--- src/hdl/r16s_pkg.sv ---
// Shared types and constants for the 16-bit eight-instruction step unit.
// Used by r16s_alu and risc16_instruction_step_unit; no dependencies.
package r16s_pkg;

  // word memory size; a power of two, addresses wrap by dropping upper bits
  localparam int MEM_WORDS = 65536;

  // item actions
  localparam logic [1:0] ACT_STEP  = 2'd0;
  localparam logic [1:0] ACT_POKE  = 2'd1;
  localparam logic [1:0] ACT_SETPC = 2'd2;

  // opcodes
  localparam logic [2:0] OP_ADD  = 3'd0;
  localparam logic [2:0] OP_ADDI = 3'd1;
  localparam logic [2:0] OP_NAND = 3'd2;
  localparam logic [2:0] OP_LUI  = 3'd3;
  localparam logic [2:0] OP_SW   = 3'd4;
  localparam logic [2:0] OP_LW   = 3'd5;
  localparam logic [2:0] OP_BEQ  = 3'd6;
  localparam logic [2:0] OP_JALR = 3'd7;

  // configuration register indexes
  localparam logic [7:0] CFG_RAM_START = 8'd0;
  localparam logic [7:0] CFG_RAM_END   = 8'd1;

  localparam logic [15:0] RAM_START_RST = 16'h8000;
  localparam logic [15:0] RAM_END_RST   = 16'hffff;

  // instruction field masks
  localparam logic [15:0] UPPER10 = 16'hffc0;
  localparam logic [15:0] IMM7    = 16'h007f;
  localparam logic [15:0] IMM10   = 16'h03ff;

  typedef struct packed {
    logic        reg_wr;    // nonzero rA written
    logic [2:0]  reg_idx;
    logic [15:0] reg_val;   // zero for a load, data comes from memory
    logic        is_load;
    logic [15:0] ld_addr;
    logic        st_wr;     // store inside the window
    logic [15:0] st_addr;   // before wrap
    logic [15:0] st_val;
    logic [15:0] next_pc;
  } alu_res_t;

  typedef struct packed {
    logic [15:0] next_pc;
    logic [15:0] executed_word;
    logic        reg_written;
    logic [2:0]  reg_index;
    logic [15:0] reg_value;
    logic        mem_written;
    logic [15:0] mem_address;
    logic [15:0] mem_value;
  } result_t;

endpackage

--- src/hdl/r16s_alu.sv ---
// Decode and execute of one instruction word.
// Uses r16s_pkg for opcodes, masks and the alu_res_t result struct.
module r16s_alu (
  input  logic              [15:0] word,
  input  logic              [15:0] pc,
  input  logic              [15:0] rb_val,
  input  logic              [15:0] rx_val,   // rC, or rA for sw and beq
  input  logic              [15:0] win_start,
  input  logic              [15:0] win_end,
  output r16s_pkg::alu_res_t       res
);

  logic [2:0]  op;
  logic [2:0]  ra;
  logic [15:0] imm7;
  logic [15:0] pc1;
  logic [15:0] addr;
  logic        wr;
  logic [15:0] wv;

  assign op   = word[15:13];
  assign ra   = word[12:10];
  assign imm7 = word & r16s_pkg::IMM7;
  assign pc1  = pc + 16'd1;
  assign addr = imm7 + rb_val;

  always_comb begin
    wr           = 1'b0;
    wv           = 16'd0;
    res          = '0;
    res.next_pc  = pc1;
    case (op)
      r16s_pkg::OP_ADD: begin
        wr = 1'b1;
        wv = rb_val + rx_val;
      end
      r16s_pkg::OP_ADDI: begin
        wr = 1'b1;
        wv = rb_val + imm7;
      end
      r16s_pkg::OP_NAND: begin
        wr = 1'b1;
        wv = ~(rb_val & rx_val);
      end
      r16s_pkg::OP_LUI: begin
        wr = 1'b1;
        wv = {word[9:0], 6'd0} & r16s_pkg::UPPER10;
      end
      r16s_pkg::OP_SW: begin
        if (addr >= win_start && addr < win_end) begin
          res.st_wr   = 1'b1;
          res.st_addr = addr;
          res.st_val  = rx_val;
        end
      end
      r16s_pkg::OP_LW: begin
        wr          = 1'b1;
        res.is_load = 1'b1;
        res.ld_addr = addr;
      end
      r16s_pkg::OP_BEQ: begin
        if (rx_val == rb_val) begin
          res.next_pc = (pc1 + imm7) & r16s_pkg::IMM7;
        end
      end
      default: begin
        // jalr
        wr          = 1'b1;
        wv          = pc1;
        res.next_pc = rb_val;
      end
    endcase
    if (wr && ra != 3'd0) begin
      res.reg_wr  = 1'b1;
      res.reg_idx = ra;
      res.reg_val = res.is_load ? 16'd0 : wv;
    end
  end

endmodule

--- config.mk ---
export PLATFORM = sky130hd
export DESIGN_NAME = r16s_alu
export DESIGN_NICKNAME = d
export VERILOG_FILES = /design/src/hdl/r16s_pkg.sv /design/src/hdl/r16s_alu.sv
export SDC_FILE = /design/constraint.sdc
export NUM_CORES = 1
export LEC_CHECK = 0
export ABC_AREA = 1
export BUFFER_PORTS_ARGS = -buffer_cell sky130_fd_sc_hd__buf_2
export CAP_MARGIN = 20
export CORE_ASPECT_RATIO = 0.6
export CORE_MARGIN = 1.5
export CORE_UTILIZATION = 30
export DETAILED_ROUTE_END_ITERATION = 8
export PLACE_DENSITY = 0.55
export SLEW_MARGIN = 20
export SYNTH_ARGS = -nofsm -noshare
export SYNTH_HDL_FRONTEND = slang
export SYNTH_SLANG_ARGS = --single-unit
--- constraint.sdc ---
create_clock -name vclk -period 3.21
set_clock_uncertainty 0.05 [all_clocks]
set_input_delay 0.321 -clock vclk [all_inputs]
set_output_delay 0.321 -clock vclk [all_outputs]
set_load 0.02 [all_outputs]
==> flow_summary_export.csv <==
group,metric,value,unit
run_status,violations,"negative setup slack",
cts,ctsHoldBuffers,0,
layout,num_antenna_cells,0,
sta,rsz0062_at_grt,"yes",
die,dieHeight,95.8,µm
setup_path,worstPathRequired,2840,ps
power,leakage,4.19,nW
drt,vias_per_cell,4.81,
global_routing,grt_pass1_vias,5679,
setup_path,critPathMaxFanout,8,
drt,firstDrtPassIters,5,
drt,num_vias,6415,
die,rows,33,
layout,design_area,7210,µm²
sta,min_period,3380,ps
synth,syn-num-nets,1019,
synth,syn_area_per_cell,5.01,µm²
setup_path,crit_type,"in2out",
sta,worstMarginPinSlew,760,ps
placed_design,portBuffers,182,
placed_design,pre_cts_slack,-410,ps
die,initial_core_util,0.311,
sta,max_slew_margin,0.488,
global_routing,busiest_layer,"met2",
global_routing,grt_use_met1,0.398,
synth,synthXorXnorAreaFrac,0.0305,
sta,timing.final.ws_setup,-173,ps
synth,syn_inst,859,
sta,slew_viol_final,0,
synth,ys_top_cells_by_count,"nand2_1, inv_1, nor2_1",
drt,ant_nets,0,
drt,wl_per_cell,15.8,µm
layout,nClkBuffers,0,
min_path,hp-class,"in2out",
die,die-area,15100,µm²
drt,wl,21100,µm
power,vdd_drop_max,0.103,mV
die,core_area,13800,µm²
placed_design,dpl.hpwl,17100,µm
sta,fin_hold_ws,920,ps
synth,synth-simple-area-share,0.443,
synth,synthAdderAreaFrac,0.191,
sta,finalHoldViolations,0,
sta,finalSetupViolCount,35,
synth,yosys-mux-area-fraction,0,
run_status,status,"finished with violations",
synth,seq_area_frac_synth,0,
placed_design,placed_area,5970,µm²
die,die_w,158,µm
job,maxCapViolCount,0,
synth,synth_warnings,0,
synth,synthDistinctLibCells,37,
layout,post-route-util,0.521,
global_routing,grt_max_degree,26,
setup_path,cp.arrival,3010,ps
layout,fin_nets,1304,
drt,drtIter0Drc,491,
synth,synth_area_leaders,"nand2_1, ha_1, inv_1, nor2_1, nand3_1",
synth,syn_area,4300,µm²
sta,timing.fmax,296,MHz
power,p_per_area,173,nW/µm²
synth,synth_largest_area_cell,"nand2_1",
global_routing,grt_overflow,0,
layout,drive_above_1_share,0.384,
die,io_pins,182,
synth,yosysMostFrequentCell,"nand2_1",
setup_path,worstSetupEndpointType,"primary output",
global_routing,grt_use_met3,0.0486,
synth,synth_top_cell_area_share,0.209,
sta,setup-tns-final,-4060,ps
layout,ff_latch_area,0,µm²
layout,syn_to_final_growth,67.7,%
global_routing,grt_pass1_wl,30700,µm
global_routing,grt_usage,0.266,
sta,fin_crit_sh,1.05,
global_routing,grt_antenna_before_repair,1,
layout,seq_cell_count,0,
drt,drc,0,
synth,synth_compound_area_frac,0.146,
global_routing,met2_usage,0.410,
placed_design,globalplace.congestion,0.941,
setup_path,critPathLaunchType,"input port",
synth,synth_top_family_by_area,"simple AND/OR/NAND/NOR gates",
==> stage by stage <==
stage                     power [mW]  instances
after global routing            1.37       1334
after CTS                       1.15       1331
after floorplan                0.593        859
after global placement          1.01       1297
final                           1.25       1334
after detailed placement        1.01       1297
==> placed cells by master, fill, tap and decap left out, drive strengths merged, types with 3 or more instances in the layout <==
cell and instances:
o221ai 4, fa 3, o211ai 4, ha 61, a21oi 43, o21ai 39, xor2 10, xnor2 5
nand4 12, a31oi 3, nand2 241, and2 3, nand3b 5, buf 295, o22ai 10, or2 4
o21bai 3, nor2 123, inv 198, nand3 62, nor3 6
==> worst paths after layout <==
path | startpoint | end | slack, ps | cells after the start
max | rb_val[7] | res[43] | -170 | 19
min | rx_val[4] | res[20] | 920 | 4
==> critical path, stage by stage <==
cell     delay, ps
buf_2          250
inv_1          110
nor3_1         460
nand2_2        110
nand2_2        100
nand2_2         80
buf_4          130
buf_4          120
buf_4          120
buf_4          120
buf_4          120
buf_4          120
buf_4          120
buf_4          120
buf_4          120
buf_4          120
buf_4          140
nor2_4         100
buf_6          120
==> power breakdown <==
part	internal (mW)	switching (mW)	leakage (nW)
logic	0.513	0.733	4.19
registers	0	0	0
clock network	0	0	0
total	0.513	0.733	4.19
==> cell families after synthesis <==
| kind of cell | count (synthesis) |
|---|---|
| xor+xnor | 15 |
| buf+inv | 211 |
| compound gates | 111 |
| fa+ha+maj | 64 |
| simple gates | 458 |
==> timing repair <==
action	4_1_cts	5_1_grt
cloned	2	1
resized for setup	148	100
endpoints found under the hold margin	0	0
setup endpoints to repair	33	35
setup buffers	33	5
pin swaps	33	34
==> layer usage <==
metal / share of wire / wire length (µm)
met3: 0.11 / 2360
met1: 0.48 / 10200
met2: 0.40 / 8360
met5: 0.00057 / 12
met4: 0.0054 / 114
==> cell type report <==
type	instances	area, µm²
multi-input cells	648	4200
repair buffers	296	2020
well taps	192	240
inverters	198	748
fillers	1449	6620
Power figures use the tool's default switching activity.
