## config.mk

```make
export PLATFORM = sky130hd
export DESIGN_NAME = r16s_rfile
export DESIGN_NICKNAME = d
export VERILOG_FILES = /design/src/hdl/r16s_rfile.sv
export SDC_FILE = /design/constraint.sdc
export NUM_CORES = 1
export LEC_CHECK = 0
export BUFFER_PORTS_ARGS = -buffer_cell sky130_fd_sc_hd__buf_2
export CAP_MARGIN = 5
export CELL_PAD_IN_SITES_DETAIL_PLACEMENT = 1
export CELL_PAD_IN_SITES_GLOBAL_PLACEMENT = 1
export CORE_MARGIN = 4
export CORE_UTILIZATION = 40
export CTS_BUF_LIST = sky130_fd_sc_hd__clkbuf_16
export DETAILED_ROUTE_END_ITERATION = 12
export HOLD_SLACK_MARGIN = 0.03
export PLACE_DENSITY_LB_ADDON = 0.1
export SYNTH_ARGS = -nofsm -noshare
export SYNTH_HDL_FRONTEND = slang
export SYNTH_SLANG_ARGS = --single-unit
export TNS_END_PERCENT = 50
```

## constraint.sdc

```tcl
create_clock -name clk -period 2.6 [get_ports clk]
set_input_delay 0.13 -clock clk [delete_from_list [all_inputs] [get_ports clk]]
set_output_delay 0.13 -clock clk [all_outputs]
set_load 0.01 [all_outputs]
```

## src/hdl/r16s_rfile.sv

```systemverilog
// Register file: 8 x 16 memory, one write and two registered read ports.
// Per-entry valid bits make unwritten registers (and r0) read as zero.
module r16s_rfile (
  input  logic        clk,
  input  logic        rst,
  input  logic        we,
  input  logic [2:0]  waddr,
  input  logic [15:0] wdata,
  input  logic        re,
  input  logic [2:0]  raddr_a,
  input  logic [2:0]  raddr_b,
  output logic [15:0] rdata_a,
  output logic [15:0] rdata_b
);

  logic [15:0] mem [8];
  logic [7:0]  valid;
  logic [15:0] data_a;
  logic [15:0] data_b;
  logic        vld_a;
  logic        vld_b;

  always_ff @(posedge clk) begin
    if (rst) begin
      valid <= '0;
      vld_a <= 1'b0;
      vld_b <= 1'b0;
    end else begin
      if (we && waddr != 3'd0) begin
        valid[waddr] <= 1'b1;
      end
      if (re) begin
        vld_a <= valid[raddr_a];
        vld_b <= valid[raddr_b];
      end
    end
  end

  always_ff @(posedge clk) begin
    if (we) begin
      mem[waddr] <= wdata;
    end
    if (re) begin
      data_a <= mem[raddr_a];
      data_b <= mem[raddr_b];
    end
  end

  assign rdata_a = vld_a ? data_a : 16'd0;
  assign rdata_b = vld_b ? data_b : 16'd0;

endmodule

```

==> metrics.md, run 1 <==
| Metric | Value |
|---|---|
| Number of routed nets with antenna violations | 0 |
| Largest family of logic cells by synthesized area | multiplexers |
| Hold Crit Class | input port to flip-flop |
| CP Cell Sequence | and2_1 > buf_2 |
| Core Region | 18800 sq um |
| Synth async-reset ratio | 0% |
| Final Slew Violations | 0 |
| Worst path slowest cell | dfxtp_1 |
| Hold Fails Final Rpt | 0 |
| Simple-Gate Fraction of Synth Area | 4.10% |
| First-pass GRT wire length | 25.8 mm |
| Initial antenna violation count | 0 |
| Arr. time, crit path | 1.64 ns |
| Complex-gate fraction of the synthesized area | 0.586% |
| Fmax | 565 MHz |
| Routed vias | 3822 |
| Most frequent cells in the layout | edfxtp_1, mux4_1, buf_2 |
| Final Setup Violations | 0 |
| # rows | 50 |
| Mapped Area | 7680 sq um |
| Ratio of cells with drive above 1 in the final layout | 30.3% |
| CTS tree | done |
| Hold Crit Depth | 5 |
| Peak supply drop | 430 uV |
| Initial drt markers | 234 |
| Slew margin rel. | 36.4% |
| Fin nets | 472 |
| Fillers | 1707 |
| Top delay family on crit path | flip-flops |
| Worst Path Required | 2.47 ns |
| HPWL Detailed | 9.76 mm |
| Antenna Cells | 0 |
| WS Path Type | flip-flop to primary output |
| CTS Buf Count | 17 |
| # IOs | 61 |
| Post-Syn Nets | 387 |
| Post-CTS resize count | 0 |
| Clock Skews | 0.0117 ns |
| Worst-path fanout max | 17 |
| Max_cap viols | 0 |
| R2r setup slk | 1.15 ns |
| Drt first pass iters | 4 |
| Synth top area share | 62.5% |
| Cells after Synth | 358 |
| Synth warn | 0 |
| Post-Synth XOR/XNOR Area | 0% |
| Clk_lat worst skew | 0.41 ns |
| TritonCTS Sinks | 170 |
| Total power | 5.88 mW |
| IO Port Bufs | 60 |
| #FFs+latches synth | 170 |
| Drt wl/cell | 24.5 um |
| Measured slew at the worst slew-check pin | 0.953 ns |
| Chip width | 147 um |
| GPL Wtd Cong | 0.675 |
| RSZ-0062 raised after global routing | no |
| Post-Route Setup TNS | 0 ns |
| Via density | 5.54 |
| Clk buf depth | 2 |
| Clock Pin Slew Worst Setup and Hold Paths | 0.07 ns |
| Post-synth EDFFs | 160 |
| Number of distinct library cells after synthesis | 20 |
| Pwr Density | 654 nW/um^2 |
| Adder-cell share of the synthesized area | 0% |
| Final worst-path cycle share | 68.1% |
| Mapped Avg Cell Area | 21.5 sq um |
| R2R cell count | 2 |
| WL final | 16.9 mm |
| Commonest non-fill, non-tap cell in the layout | edfxtp_1 |
| Crit-path max cell delay | 0.80 ns |
| Root Buffer | clkbuf_16 |
| Grt ovf | 0 |
| Status | complete, no violations |
| CP startpoint kind | flip-flop |
| Top area cells in the synthesized netlist | edfxtp_1, mux4_1, mux2_2 |
| Initial core utilization | 40.9% |
| Lkg Pwr | 3.27 nW |
| Residual DRC count | 0 |
| H-tree Lvls | 4 |
| Predominant post-synthesis flop cell | edfxtp_1 |
| Die ar. | 21500 sq um |
| Crit path depth | 2 |
| DIE HEIGHT | 147 um |
| Worst setup EP type | primary output |
| Total GRT Usage | 16.3% |
| Area leader, netlist | edfxtp_1 |
| Vias in the first global route | 4324 |
| Buf/Inv on CP | 1 |
| Mux cell area share after synthesis | 28.2% |
| Synth-to-Final Area Change | 17.1% |
| Sequential cell area fraction in the yosys report | 65.1% |
| Largest net degree at the start of global routing | 37 |
| Minimum clock period | 1.77 ns |
-- logic make-up (layout without fill, tap and decap cells) --
group	after synthesis	count (layout)
multiplexers	106	106
AND/OR/NAND/NOR	54	54
flip-flops	170	170
AO/OA/AOI/OAI	5	5
buffers and inverters	23	121
-- cells in the mapped netlist, types with 3 or more instances --
library cell  count
edfxtp_1        160
mux4_1           64
and2_1           32
mux2_2           32
nor2_1           12
clkbuf_1         10
dfxtp_1          10
buf_6             8
mux2i_1           8
buf_2             4
o21ba_2           3
-- power breakdown --
part | switching [mW] | internal [mW]
Clock | 0.969 | 1.28
Sequential | 0.0487 | 3.12
Combinational | 0.220 | 0.243
Total | 1.24 | 4.65
-- routing by layer --
metal | wire length, um | global-route usage, % | up-vias
met3 | 450 | 2.55 | 12
met4 | 175 | 4.80 | 0
met2 | 9050 | 29.0 | 59
met1 | 7200 | 20.8 | 2029
met5 | 0 | 0 | -
li1 | - | - | 1722
-- worst register-to-register path: cells and delay by family, from the launching register on --
family / cells / cell delay, ns
muxes: 2 / 0.82
DFF: 1 / 0.38
-- layout make-up --
cell class | instances | area, sq um | area share (%)
well taps | 234 | 293 | 3.25
clock buffers | 17 | 425 | 4.73
clock inverters | 15 | 93.8 | 1.04
multi-input cells | 165 | 2570 | 28.6
flip-flops and latches | 170 | 5000 | 55.6
repair buffers | 89 | 611 | 6.78
-- stage by stage --
step / instance area (sq um) / utilization [%] / hold WS (ns) / cells / setup WS (ns)
6_report: 9000 / 48.0 / 0.386 / 690 / 0.830
5_1_grt: 9000 / 48.0 / 0.395 / 690 / 0.665
4_1_cts: 9000 / 48.0 / 0.374 / 690 / 0.713
3_5_place_dp: 8310 / 44.3 / 0.406 / 641 / 0.909
3_3_place_gp: 8310 / 44.3 / 0.392 / 641 / 0.921
2_1_floorplan: 7680 / - / 0.226 / 358 / 0.311
-- final timing paths --
path,from,end
min,waddr[0],valid[2]
max,vld_a,rdata_a[4]
max reg2reg,mem[1][12],data_b[12]
min reg2reg,valid[0],valid[0]
-- registers in the layout (all words and copies together) (netlist names) --
| register | cells |
|---|---|
| vld_a | 1 |
| vld_b | 1 |
| data_a | 16 |
| valid | 8 |
| data_b | 16 |
| mem | 128 |
-- timing repair --
| item | CTS | global route |
|---|---|---|
| endpoints found under the hold margin | 135 | 0 |
| setup buffers | 0 | 0 |
| hold buffers | 17 | 0 |
No activity file was read; power rests on OpenSTA's default activity.
==> inputs of run 2 (changes only) <==
clock period = 1.7 ns   (was 2.6 ns; I/O delays follow)
==> metrics.md, run 2 (synthesis gave the netlist of run 1 again) <==
| Metric | Value |
|---|---|
| Status | complete, no violations (unchanged) |
| WS Path Type | flip-flop to flip-flop (was flip-flop to primary output) |
| Initial antenna violation count | 0 (unchanged) |
| TritonCTS Sinks | 170 (unchanged) |
| First-pass GRT wire length | 26.4 mm (was 25.8 mm) |
| GPL Wtd Cong | 0.705 (was 0.675) |
| Buf/Inv on CP | 0 (was 1) |
| HPWL Detailed | 10.7 mm (was 9.76 mm) |
| DIE HEIGHT | 147 um (unchanged) |
| Ratio of cells with drive above 1 in the final layout | 33.3% (was 30.3%) |
| Minimum clock period | 1.46 ns |
| Crit-path max cell delay | 0.55 ns (was 0.80 ns) |
| Clk pwr share | 39.5% (was 38.2%) |
| Pwr Density | 1000 nW/um^2 (was 654 nW/um^2) |
| P_int | 7.32 mW (was 4.65 mW) |
| Die ar. | 21500 sq um (unchanged) |
| Commonest non-fill, non-tap cell in the layout | edfxtp_1 (unchanged) |
| Peak supply drop | 793 uV (was 430 uV) |
| Hold Crit Class | input port to flip-flop (unchanged) |
| Hold Crit Depth | 2 (was 5) |
| CTS tree | done (unchanged) |
| Max_cap viols | 0 (unchanged) |
| CP Cell Sequence | mux4_1 > mux2_2 (was and2_1 > buf_2) |
| Final Slew Violations | 0 (unchanged) |
| Most frequent cells in the layout | edfxtp_1, mux4_1, buf_2 (unchanged) |
| Top delay family on crit path | multiplexers (was flip-flops) |
| Core Region | 18800 sq um (unchanged) |
| Final instance area | 9240 sq um (was 9000 sq um) |
| Sw frac | 21.1% (was 21.0%) |
| Total power | 9.27 mW (was 5.88 mW) |
| Worst hold path startpoint | waddr[1] (was waddr[0]) |
| Reg power frac | 52.2% (was 53.9%) |
| Worst path slowest cell | mux4_1 (was dfxtp_1) |
| Crit Reg-Reg Endpoint | data_a[14] (was data_b[12]) |
| Number of routed nets with antenna violations | 0 (unchanged) |
| Comb pwr share | 8.3% (was 7.9%) |
| Routed vias | 3862 (was 3822) |
| Initial core utilization | 40.9% (unchanged) |
| Worst-path fanout max | 2 (was 17) |
| Fin nets | 486 (was 472) |
| Antenna Cells | 0 (unchanged) |
| IO Port Bufs | 60 (unchanged) |
| Top flop regs | mem (128), data_a (16), data_b (16) (unchanged) |
| R2r setup slk | 0.24 ns (was 1.15 ns) |
| CTS Buf Count | 17 (unchanged) |
| Clk_lat worst skew | 0.42 ns (was 0.41 ns) |
| Final worst-path cycle share | 85.8% |
| Total GRT Usage | 16.8% (was 16.3%) |
| Grt ovf | 0 (unchanged) |
| Hold Fails Final Rpt | 0 (unchanged) |
| Worst r2r src | mem[1][14] (was mem[1][12]) |
| Measured slew at the worst slew-check pin | 0.404 ns (was 0.953 ns) |
| Via density | 5.50 (was 5.54) |
| Crit path depth | 2 (unchanged) |
| # rows | 50 (unchanged) |
| Drt first pass iters | 4 (unchanged) |
| Drt wl/cell | 24.5 um (about the same) |
| Chip width | 147 um (unchanged) |
| Final Setup Violations | 0 (unchanged) |
| Arr. time, crit path | 1.62 ns (was 1.64 ns) |
| Hold EP | mem[1][6] (was valid[2]) |
| Synth-to-Final Area Change | 20.2% (was 17.1%) |
| Largest net degree at the start of global routing | 37 (unchanged) |
| RSZ-0062 raised after global routing | no (unchanged) |
| Placed Instance Area | 8510 sq um (was 8310 sq um) |
| Worst Path Required | 1.87 ns (was 2.47 ns) |
| Slew margin rel. | 72.9% (was 36.4%) |
| Clock Skews | 0.00649 ns (was 0.0117 ns) |
| Root Buffer | clkbuf_16 (unchanged) |
| Initial drt markers | 186 (was 234) |
| Fmax | 686 MHz |
| P_sw | 1.95 mW (was 1.24 mW) |
| Worst setup EP type | flip-flop (was primary output) |
| WL final | 17.2 mm (was 16.9 mm) |
| CP startpoint kind | flip-flop (unchanged) |
| Clk buf depth | 2 (unchanged) |
| Clock Pin Slew Worst Setup and Hold Paths | 0.06 ns (was 0.07 ns) |
| R2R cell count | 2 (unchanged) |
| Max reg flops | 128 (unchanged) |
| # IOs | 61 (unchanged) |
| Vias in the first global route | 4367 (was 4324) |
| WHS | 0.126 ns (was 0.386 ns) |
| Largest Register | mem (unchanged) |
| Lkg Pwr | 3.37 nW (was 3.27 nW) |
| H-tree Lvls | 4 (unchanged) |
| Residual DRC count | 0 (unchanged) |
==> run 2: routing by layer <==
| metal | vias to the layer above | wire [um] | GRT usage, % |
|---|---|---|---|
| li1 | 1747 | - | - |
| met1 | 2035 | 7350 | 20.7 |
| met2 | 65 | 9150 | 30.2 |
| met3 | 15 | 470 | 3.10 |
| met4 | 0 | 201 | 4.66 |
| met5 | - | 0 | 0 |
==> run 2: power by group through the flow <==
stage               sequential, mW  combinational, mW  clock, mW
floorplan                     4.90              0.447          0
global placement              4.92              0.737          0
detailed placement            4.93              0.752          0
CTS                           4.84              0.788       3.75
global route                  4.86              0.832       3.97
finish                        4.84              0.766       3.66
==> run 2: stage by stage <==
step           instances  util (%)  setup slack [ns]  setup TNS [ns]
4_1_cts              702      49.2            0.0391               0
3_3_place_gp         655      45.3             0.103               0
6_report             702      49.2             0.242               0
3_5_place_dp         655      45.3            0.0918               0
5_1_grt              702      49.2             0.174               0
2_1_floorplan        358         -           -0.0713           -1.70
==> run 2: cell type report <==
type	instances	area, sq um
Clock buffer	17	425
Timing Repair Buffer	103	816
Fill cell	1703	9530
Clock inverter	13	131
Multi-Input combinational cell	165	2570
Sequential cell	170	5010
Tap cell	234	293
==> run 2: repair_timing <==
action	in CTS	in global routing
setup buffers	0	0
setup endpoints to repair	0	1
endpoints found under the hold margin	135	0
hold buffers	17	0
gates resized for setup	0	1
==> run 2: how the worst max path moves through the flow <==
stage,from,endpoint
finish,mem[1][14],data_a[14]
CTS,vld_b,rdata_b[15]
global route,mem[5][0],data_b[0]
global placement,raddr_b[0],data_b[14]
detailed placement,raddr_b[0],data_b[14]
floorplan,waddr[0],mem[0][0]
==> inputs of run 3 (changes only) <==
PLACE_DENSITY = 0.6   (was not set)
PLACE_DENSITY_LB_ADDON = not set   (was 0.1)
SKIP_LAST_GASP = 1   (was not set)
TNS_END_PERCENT = not set   (was 50)
==> metrics.md, run 3 (synthesis gave the netlist of run 1 again) <==
| Metric | Value |
|---|---|
| Comb pwr share | 8.0% (was 8.3%) |
| WHS | 0.117 ns (was 0.126 ns) |
| Routed vias | 3827 (was 3862) |
| Grt ovf | 0 (unchanged) |
| CP Cell Sequence | buf_4 > and2_1 > buf_2 (was mux4_1 > mux2_2) |
| Peak supply drop | 798 uV (was 793 uV) |
| Post-Route Setup TNS | 0 ns (unchanged) |
| Root Buffer | clkbuf_16 (unchanged) |
| Reg area | 5000 sq um (was 5010 sq um) |
| Residual DRC count | 0 (unchanged) |
| Met2 wire len | 8.83 mm (was 9.15 mm) |
| R2R cell count | 2 (unchanged) |
| Commonest non-fill, non-tap cell in the layout | edfxtp_1 (unchanged) |
| Chip width | 147 um (unchanged) |
| Final worst-path cycle share | 93.3% (was 85.8%) |
| Total GRT Usage | 16.4% (was 16.8%) |
| Fin nets | 481 (was 486) |
| Hold Crit Depth | 1 (was 2) |
| Drt first pass iters | 4 (unchanged) |
| Top delay family on crit path | flip-flops (was multiplexers) |
| GPL Wtd Cong | 0.683 (was 0.705) |
| Worst Path Required | 1.62 ns (was 1.87 ns) |
| Crit Reg-Reg Endpoint | data_a[3] (was data_a[14]) |
| Total power | 9.34 mW (was 9.27 mW) |
| Final Setup Violations | 0 (unchanged) |
| # rows | 50 (unchanged) |
| Lkg Pwr | 3.35 nW (was 3.37 nW) |
| H-tree Lvls | 4 (unchanged) |
| Hold Fails Final Rpt | 0 (unchanged) |
| # IOs | 61 (unchanged) |
| Measured slew at the worst slew-check pin | 0.416 ns (was 0.404 ns) |
| Worst hold path startpoint | re (was waddr[1]) |
| Clock Pin Slew Worst Setup and Hold Paths | 0.07 ns (was 0.06 ns) |
| Drt wl/cell | 23.9 um (was 24.5 um) |
| CTS Buf Count | 17 (unchanged) |
| R2r setup slk | 0.26 ns (was 0.24 ns) |
| IO Port Bufs | 60 (unchanged) |
| Synth-to-Final Area Change | 19.9% (was 20.2%) |
| Die ar. | 21500 sq um (unchanged) |
| Top Layer Used | met4 (unchanged) |
| Clk pwr share | 40.2% (was 39.5%) |
| Clock Skews | 0.00679 ns (was 0.00649 ns) |
| Post-CTS resize count | 0 (unchanged) |
| RSZ-0062 raised after global routing | no (unchanged) |
| Sw frac | 21.5% (was 21.1%) |
| P_int | 7.34 mW (was 7.32 mW) |
| Most frequent cells in the layout | edfxtp_1, mux4_1, buf_2 (unchanged) |
| Largest Register | mem (unchanged) |
| Worst setup EP type | primary output (was flip-flop) |
| First-pass GRT wire length | 25.6 mm (was 26.4 mm) |
| Met1 WL | 7.05 mm (was 7.35 mm) |
| Reg power frac | 51.8% (was 52.2%) |
| Vias in the first global route | 4241 (was 4367) |
| Fillers | 1710 (was 1703) |
| Buf/Inv on CP | 2 (was 0) |
| HPWL Detailed | 10.1 mm (was 10.7 mm) |
| Max reg flops | 128 (unchanged) |
| Hold Crit Class | input port to flip-flop (unchanged) |
| Area of the multi-input gates | 2570 sq um (about the same) |
| P_sw | 2.01 mW (was 1.95 mW) |
| Clk buf depth | 2 (unchanged) |
| Fin cells | 699 (was 702) |
| Hold EP | data_a[0] (was mem[1][6]) |
| Met3 routed WL | 642 um (was 470 um) |
| Max_cap viols | 0 (unchanged) |
| Slew margin rel. | 72.3% (was 72.9%) |
| Initial antenna violation count | 0 (unchanged) |
| CP startpoint kind | flip-flop (unchanged) |
| Largest net degree at the start of global routing | 34 (was 37) |
| Fmax | 630 MHz (was 686 MHz) |
| DIE HEIGHT | 147 um (unchanged) |
| Placed Instance Area | 8460 sq um (was 8510 sq um) |
| WL final | 16.7 mm (was 17.2 mm) |
| Number of routed nets with antenna violations | 0 (unchanged) |
| Ratio of cells with drive above 1 in the final layout | 33.1% (was 33.3%) |
| Placed Cells | 650 (was 655) |
| Arr. time, crit path | 1.50 ns (was 1.62 ns) |
| Final instance area | 9210 sq um (was 9240 sq um) |
| Worst-path fanout max | 11 (was 2) |
| Initial core utilization | 40.9% (unchanged) |
| Final Slew Violations | 0 (unchanged) |
| TritonCTS Sinks | 170 (unchanged) |
| Status | complete, no violations (unchanged) |
| Core Region | 18800 sq um (unchanged) |
| CTS tree | done (unchanged) |
| Antenna Cells | 0 (unchanged) |
| WS Path Type | flip-flop to primary output (was flip-flop to flip-flop) |
| Clk_lat worst skew | 0.43 ns (was 0.42 ns) |
| Worst r2r src | mem[5][3] (was mem[1][14]) |
| Via density | 5.47 (was 5.50) |
| Initial drt markers | 184 (was 186) |
| Minimum clock period | 1.59 ns (was 1.46 ns) |
| Pwr Density | 1010 nW/um^2 (was 1000 nW/um^2) |
| Worst path slowest cell | dfxtp_1 (was mux4_1) |
| Top flop regs | mem (128), data_a (16), data_b (16) (unchanged) |
| Crit-path max cell delay | 0.52 ns (was 0.55 ns) |
## run 3: cell types whose count changed in the layout (fill, tap and decap cells not counted), sizes merged
cell	change
buf	-5
inv	+2
clkinv	+1
clkinvlp	-1
## run 3: worst max-delay path by stage
stage                          start          end  slack (ns)  cells past startpoint
after global placement    raddr_a[0]    data_a[3]        0.11                      4
final                          vld_a  rdata_a[14]        0.11                      3
after global routing           vld_a  rdata_a[11]        0.01                      3
after floorplan             waddr[2]    mem[2][0]        0.08                      1
after detailed placement  raddr_b[0]   data_b[12]        0.09                      4
after CTS                      vld_a  rdata_a[14]        0.04                      3
## run 3: power by group through the flow
stage	logic [mW]	clock network, mW	registers, mW
floorplan	0.447	0	4.90
global placement	0.722	0	4.92
detailed placement	0.736	0	4.93
CTS	0.770	3.84	4.84
global route	0.814	4.07	4.85
finish	0.749	3.76	4.84
## run 3: cell type report
| type | instances | share of cell area [%] |
|---|---|---|
| repair buffers | 98 | 8.31 |
| well taps | 234 | 3.18 |
| multi-input cells | 165 | 27.9 |
| clock buffers | 17 | 4.62 |
| clock inverters | 15 | 1.64 |
| flip-flops and latches | 170 | 54.3 |
## run 3: stage by stage
stage | util [%] | setup WS [ns]
6_report | 49.1 | 0.113
5_1_grt | 49.1 | 0.0119
4_1_cts | 49.1 | 0.0414
3_5_place_dp | 45.1 | 0.0901
3_3_place_gp | 45.1 | 0.110
2_1_floorplan | - | 0.0797
## run 3: metal layers
layer  GRT usage (%)  up-vias
li1                -     1736
met1            20.9     2002
met2            28.0       72
met3            2.95       17
met4            6.07        0
met5               0        -
## run 3: worst reg2reg max path: cells and delay by family (launching register included)
family  cells  cell delay (ns)
flops       1             0.39
mux         2             0.82
## run 3: timing repair
action / 4_1_cts / 5_1_grt
setup buffers: 0 / 0
hold endpoints to repair: 135 / 0
hold buffers: 17 / 0
